<file path="src/hdl/segx_pkg.sv">
package segx_pkg;

   // coordinate width of the ports
   localparam int COORD_WIDTH = 16;

   // coordinates are used as their low EFF_W bits, sign extended
   localparam int EFF_W   = (COORD_WIDTH > 19) ? 19 : COORD_WIDTH;
   localparam int DIFF_W  = EFF_W + 1;          // endpoint differences
   localparam int PROD_W  = 2 * EFF_W + 2;      // difference products
   localparam int CROSS_W = 2 * EFF_W + 3;      // cross products
   localparam int PDEN_W  = EFF_W + CROSS_W;    // p * den
   localparam int TR_W    = CROSS_W + DIFF_W;   // tnum * r
   localparam int NUM_W   = 3 * EFF_W + 5;      // point numerator
   localparam int DEN_W   = 2 * EFF_W + 2;      // |den|
   localparam int QUO_W   = EFF_W + 1;          // quotient bits before saturation

   localparam logic [1:0] REL_GENERAL   = 2'd0;
   localparam logic [1:0] REL_PARALLEL  = 2'd1;
   localparam logic [1:0] REL_COLLINEAR = 2'd2;

   typedef struct packed {
      logic signed [COORD_WIDTH-1:0] a_start_x;
      logic signed [COORD_WIDTH-1:0] a_start_y;
      logic signed [COORD_WIDTH-1:0] a_end_x;
      logic signed [COORD_WIDTH-1:0] a_end_y;
      logic signed [COORD_WIDTH-1:0] b_start_x;
      logic signed [COORD_WIDTH-1:0] b_start_y;
      logic signed [COORD_WIDTH-1:0] b_end_x;
      logic signed [COORD_WIDTH-1:0] b_end_y;
   } req_type;

   typedef struct packed {
      logic                          hit;
      logic [1:0]                    relation;
      logic                          point_valid;
      logic signed [COORD_WIDTH-1:0] point_x;
      logic signed [COORD_WIDTH-1:0] point_y;
   } rsp_type;

   // classification that travels beside the point division
   typedef struct packed {
      logic       hit;
      logic [1:0] relation;
      logic       point_valid;
   } side_type;

endpackage

</file>
<file path="src/hdl/segx_div.sv">
module segx_div (
   input  logic                                clock,
   input  logic                                enable,
   input  logic [segx_pkg::NUM_W-1:0]          num_mag,
   input  logic                                num_neg,
   input  logic [segx_pkg::DEN_W-1:0]          den_mag,
   output logic signed [segx_pkg::EFF_W-1:0]   coord
);

   localparam int NW = segx_pkg::NUM_W;
   localparam int DW = segx_pkg::DEN_W;
   localparam int QW = segx_pkg::QUO_W;
   localparam int E  = segx_pkg::EFF_W;

   localparam logic [E-1:0]  MIN_C   = {1'b1, {(E-1){1'b0}}};
   localparam logic [E-1:0]  MAX_C   = ~MIN_C;
   localparam logic [QW:0]   POS_LIM = (QW+1)'(MAX_C);
   localparam logic [QW:0]   NEG_LIM = (QW+1)'(MIN_C);

   logic [NW-1:0] rem_ff [0:QW];
   logic [QW-1:0] q_ff   [0:QW];
   logic [DW-1:0] d_ff   [0:QW];
   logic          neg_ff [0:QW];
   logic          ovf_ff [0:QW];

   logic [NW-1:0] dq_in;
   assign dq_in = NW'(den_mag) << QW;

   // quotient too large for QW bits: saturates regardless
   always_ff @(posedge clock) begin
      if (enable) begin
         rem_ff[0] <= num_mag;
         q_ff[0]   <= '0;
         d_ff[0]   <= den_mag;
         neg_ff[0] <= num_neg;
         ovf_ff[0] <= num_mag >= dq_in;
      end
   end

   // restoring division, one quotient bit per stage
   for (genvar i = 0; i < QW; i++) begin : g_step
      localparam int BIT = QW - 1 - i;
      logic [NW-1:0] trial_in;
      logic          fits_in;
      assign trial_in = NW'(d_ff[i]) << BIT;
      assign fits_in  = rem_ff[i] >= trial_in;
      always_ff @(posedge clock) begin
         if (enable) begin
            rem_ff[i+1] <= fits_in ? rem_ff[i] - trial_in : rem_ff[i];
            q_ff[i+1]   <= q_ff[i] | (QW'(fits_in) << BIT);
            d_ff[i+1]   <= d_ff[i];
            neg_ff[i+1] <= neg_ff[i];
            ovf_ff[i+1] <= ovf_ff[i];
         end
      end
   end

   // round half away from zero, then saturate
   logic          up_in;
   logic [QW:0]   qr_in;
   logic [E-1:0]  coord_in;
   logic [E-1:0]  coord_ff;

   always_comb begin
      up_in = ((NW+1)'(rem_ff[QW]) << 1) >= (NW+1)'(d_ff[QW]);
      qr_in = (QW+1)'(q_ff[QW]) + (QW+1)'(up_in);
      if (neg_ff[QW]) begin
         if (ovf_ff[QW] || qr_in > NEG_LIM) coord_in = MIN_C;
         else                               coord_in = E'(~qr_in + 1'b1);
      end else begin
         if (ovf_ff[QW] || qr_in > POS_LIM) coord_in = MAX_C;
         else                               coord_in = E'(qr_in);
      end
   end

   always_ff @(posedge clock) begin
      if (enable) begin
         coord_ff <= coord_in;
      end
   end

   assign coord = $signed(coord_ff);

endmodule

</file>
<file path="config.mk">
export PLATFORM = sky130hd
export DESIGN_NAME = segx_div
export DESIGN_NICKNAME = d
export VERILOG_FILES = /design/src/hdl/segx_pkg.sv /design/src/hdl/segx_div.sv
export SDC_FILE = /design/constraint.sdc
export NUM_CORES = 2
export LEC_CHECK = 0
export ABC_CLOCK_PERIOD_IN_PS = 4850
export CORE_MARGIN = 1.5
export CORE_UTILIZATION = 59
export DETAILED_ROUTE_END_ITERATION = 10
export DONT_BUFFER_PORTS = 1
export PLACE_DENSITY = 0.78
export SYNTH_ARGS = -nofsm -noshare
export SYNTH_HDL_FRONTEND = slang
export SYNTH_SLANG_ARGS = --single-unit
</file>
<file path="constraint.sdc">
create_clock -name clock -period 4.85 [get_ports clock]
set_input_delay 0.2425 -clock clock [delete_from_list [all_inputs] [get_ports clock]]
set_output_delay 0.2425 -clock clock [all_outputs]
set_load 0.1 [all_outputs]
</file>
==> results by group <==
Timing
  • Clock Skew: between 0.02 and 0.025 ns
  • Maximum clock frequency: around 0.22 GHz
  • Final hold violation count: 0
  • RSZ-0062 raised after global routing: yes
  • Worst hold slack: 0.0283 ns
  • Final setup TNS: 0 ns
  • Crit share post-route: 0.938
  • Slew Limit Fails: 112
  • Min Tclk post-route: ~4.5 ns
  • Slew @ Worst Pin: roughly 1.5 ns
  • Worst slew margin: -0.0191
  • Setup violators final: 0

Floorplanning
  • Initial Utilization: 0.593
  • Die Ht: between 400 and 500 µm
  • FP Rows: 150
  • Die Wd: around 410 µm
  • Placeable Area: about 170000 µm²
  • Die ar.: between 150000 and 200000 µm²
  • I/O pin total: 106

Synthesis
  • Synth cell count leaders: edfxtp_1, a21oi_1, inv_1
  • Distinct cells, synth: 93
  • Avg Inst Size Synth: about 11 µm²
  • EDFF count, synth: around 1.8k
  • Count leader, synth: edfxtp_1
  • Primary FF master, synth: edfxtp_1
  • Synth Cell Area: 98900 µm²
  • Post-synth top area share: 0.537
  • Synthesized net count: between 9k and 10k
  • Synth top area cells: edfxtp_1, ha_1, a21oi_1
  • Cell taking the most area after synthesis: edfxtp_1
  • Synth warnings: 0
  • Asr flop ratio synth: 0
  • Synth Register Bits: between 1.5k and 2k
  • Synthesized instance count: roughly 9.0k
  • Post-synthesis sequential area ratio: 0.537

Drt
  • Drt total wl: 234 mm
  • Drt drc: 0
  • Routed Antenna Nets: 0
  • 1st-iter DRT viols: roughly 4.4k
  • DRT Pass-1 Iters: 6
  • Drt via density: between 5 and 6
  • Routed vias: roughly 70k
  • Drt wl/cell: 20.1 µm

Critical path
  • Crit-path max FO: between 40 and 50
  • Worst stage delay on the critical path: a little under 0.5 ns
  • Crit Path Category: reg2reg
  • RR Startpoint: d_ff[0][1]
  • Req. time, crit path: approximately 5.5 ns
  • Critical path capture point type: flop
  • Crit-path cells: inv_1 -> ha_1 -> nor2b_1 -> o31a_1 -> o31a_1 -> a41o_1 -> a21oi_1 -> o21ai_0 -> a221oi_2 -> o31a_2 -> buf_12 -> a211oi_1 -> a21o_1
  • Worst setup startpoint: d_ff[0][1]
  • CP Buf/Inv Count: 2
  • Startpoint type of the worst setup path: flop
  • Crit-path leading delay family: compound AO/OA/AOI/OAI gates
  • CP arrival: between 5 and 6 ns
  • Critical Path Slowest Stage Cell: a221oi_2
  • Crit path top cell by count: o31a_1

Pwr
  • Max IR drop VDD: 0.000455 V
  • Cell Pwr Density: between 500 and 600 nW/µm²
  • Pleak: 43.7 nW

Min path
  • Worst hold path class: in2reg
  • Min-Delay Startpoint: num_mag[47]

Layout
  • Footprint of the multi-input gates: around 42000 µm²
  • Fin cells: 11.7k
  • Final Core Density: 0.662
  • Register Area: approximately 53000 µm²
  • Fill cells: 12.1k
  • Nets: 10.1k
  • Area grow syn2layout: 11.6%
  • Layout cells sized above 1: 0.0664

Placed design
  • Detail Placement HPWL: between 150 and 200 mm
  • # port buffers: 0
  • Cell total after placement: 11.2k
  • Final Wtd Congestion: between 0.9 and 1

Clock network
  • Max Root-Sink Buffers: 3
  • Clk slew on worst S/H paths: about 0.070 ns
  • Root buffer cell: clkbuf_16
  • CTS sink count: around 1.8k
  • Num CTS Buffers: 187
  • CTS tree: yes
  • H-tree depth: 4
  • Worst skew pair latency: around 0.84 ns

Global routing
  • Initial antenna violation count: 3
  • GRT Util Overall: 0.272
  • First-pass GRT wire length: between 300 and 400 mm
  • Largest net degree at the start of global routing: ~270
  • Number of global-route vias before repair: about 70k
  • GR Overflow Total: 0

Run status
  • Outcome: complete, but fails checks
  • Failing checks: slew limit

Job
  • Maximum capacitance violations: 0
-- registers in the layout (all words and copies together), names as in the netlist --
name and cells:
ovf_ff 18, coord 16, neg_ff 18, q_ff 153, rem_ff 954, d_ff 612
-- logic make-up (layout without fill, tap and decap cells) --
group                    count (synthesis)  count (layout)  share of synthesized area
AO/OA/AOI/OAI                         2372            2372                      0.148
AND/OR/NAND/NOR                       2379            2379                      0.116
flip-flops                            1771            1771                      0.537
adder cells (fa/ha/maj)                666             666                     0.0855
buffers and inverters                 1063            1480                     0.0406
XOR/XNOR                               704             704                     0.0623
multiplexers                            94              94                     0.0106
other                                    0               5                          0
-- stage by stage --
| stage | total power, mW | instance area (µm²) | worst slack, ns |
|---|---|---|---|
| 2_1_floorplan | 42.5 | 98900 | 0.283 |
| 3_3_place_gp | 48.9 | 102000 | -0.282 |
| 3_5_place_dp | 49.6 | 102000 | -0.377 |
| 4_1_cts | 64.4 | 110000 | 0.0280 |
| 5_1_grt | 68.2 | 110000 | -0.0188 |
| 6_report | 64.5 | 110000 | 0.301 |
-- worst min-delay path, stage by stage --
cell	delay, ns
ha_1	0.14
o21ai_0	0.13
nand3_1	0.09
a2bb2oi_1	0.15
-- area by class of cell --
cell class,instances,area share
Clock buffer,222,0.0437
Sequential cell,1771,0.481
Tap cell,2204,0.0250
Antenna cell,5,0.000113
Clock inverter,121,0.0123
Timing Repair Buffer,342,0.0305
Multi-Input combinational cell,6215,0.380
Inverter,795,0.0270
-- power breakdown --
part | internal, mW | switching (mW)
Sequential | 21.8 | 2.10
Clock | 8.51 | 5.99
Combinational | 10.9 | 15.2
Total | 41.2 | 23.3
-- layout by cell type, fill, tap and decap left out, types with 49 or more instances in the layout --
master	Yosys	layout
nor2b_1	104	103
ha_1	649	647
inv_1	794	794
o21a_1	96	96
a21oi_1	798	792
nand2b_1	105	105
nand4_1	147	147
a31oi_1	61	61
nor3_1	142	139
o21ai_0	605	604
a21o_1	344	341
mux2_2	88	87
xnor2_1	388	388
or3_1	49	49
edfxtp_1	1771	1771
nand3_1	165	165
and3_1	66	66
nor4_1	103	100
nand2_1	723	723
nor2_1	604	601
o21bai_1	82	82
xor2_1	316	316
clkbuf_16	0	188
buf_4	0	152
dlygate4sd3_1	0	166
-- path summary, 6_finish.rpt --
| path | end | slack [ns] | depth (start not counted) |
|---|---|---|---|
| max | rem_ff[1][19] | 0.30 | 13 |
| min reg2reg | neg_ff[14] | 0.41 | 0 |
| max reg2reg | rem_ff[1][19] | 0.30 | 13 |
| min | ovf_ff[0] | 0.03 | 4 |
-- repair_timing --
| action | 4_1_cts | 5_1_grt |
|---|---|---|
| pin swaps | 4 | 6 |
| hold buffers | 166 | 1 |
| setup endpoints to repair | 16 | 17 |
| gates resized for setup | 15 | 7 |
| buffers inserted | 1 | 0 |
| hold endpoints to repair | 201 | 100 |
| cloned | 1 | 0 |
-- metal layers --
layer  wire (µm)  vias to the layer above  GRT usage
li1            -                    33700          -
met1       79300                    32800      0.250
met2      130000                     1810      0.542
met3        7130                      706     0.0308
met4       18500                        0      0.199
met5           0                        -          0
Power figures use the tool's default switching activity.
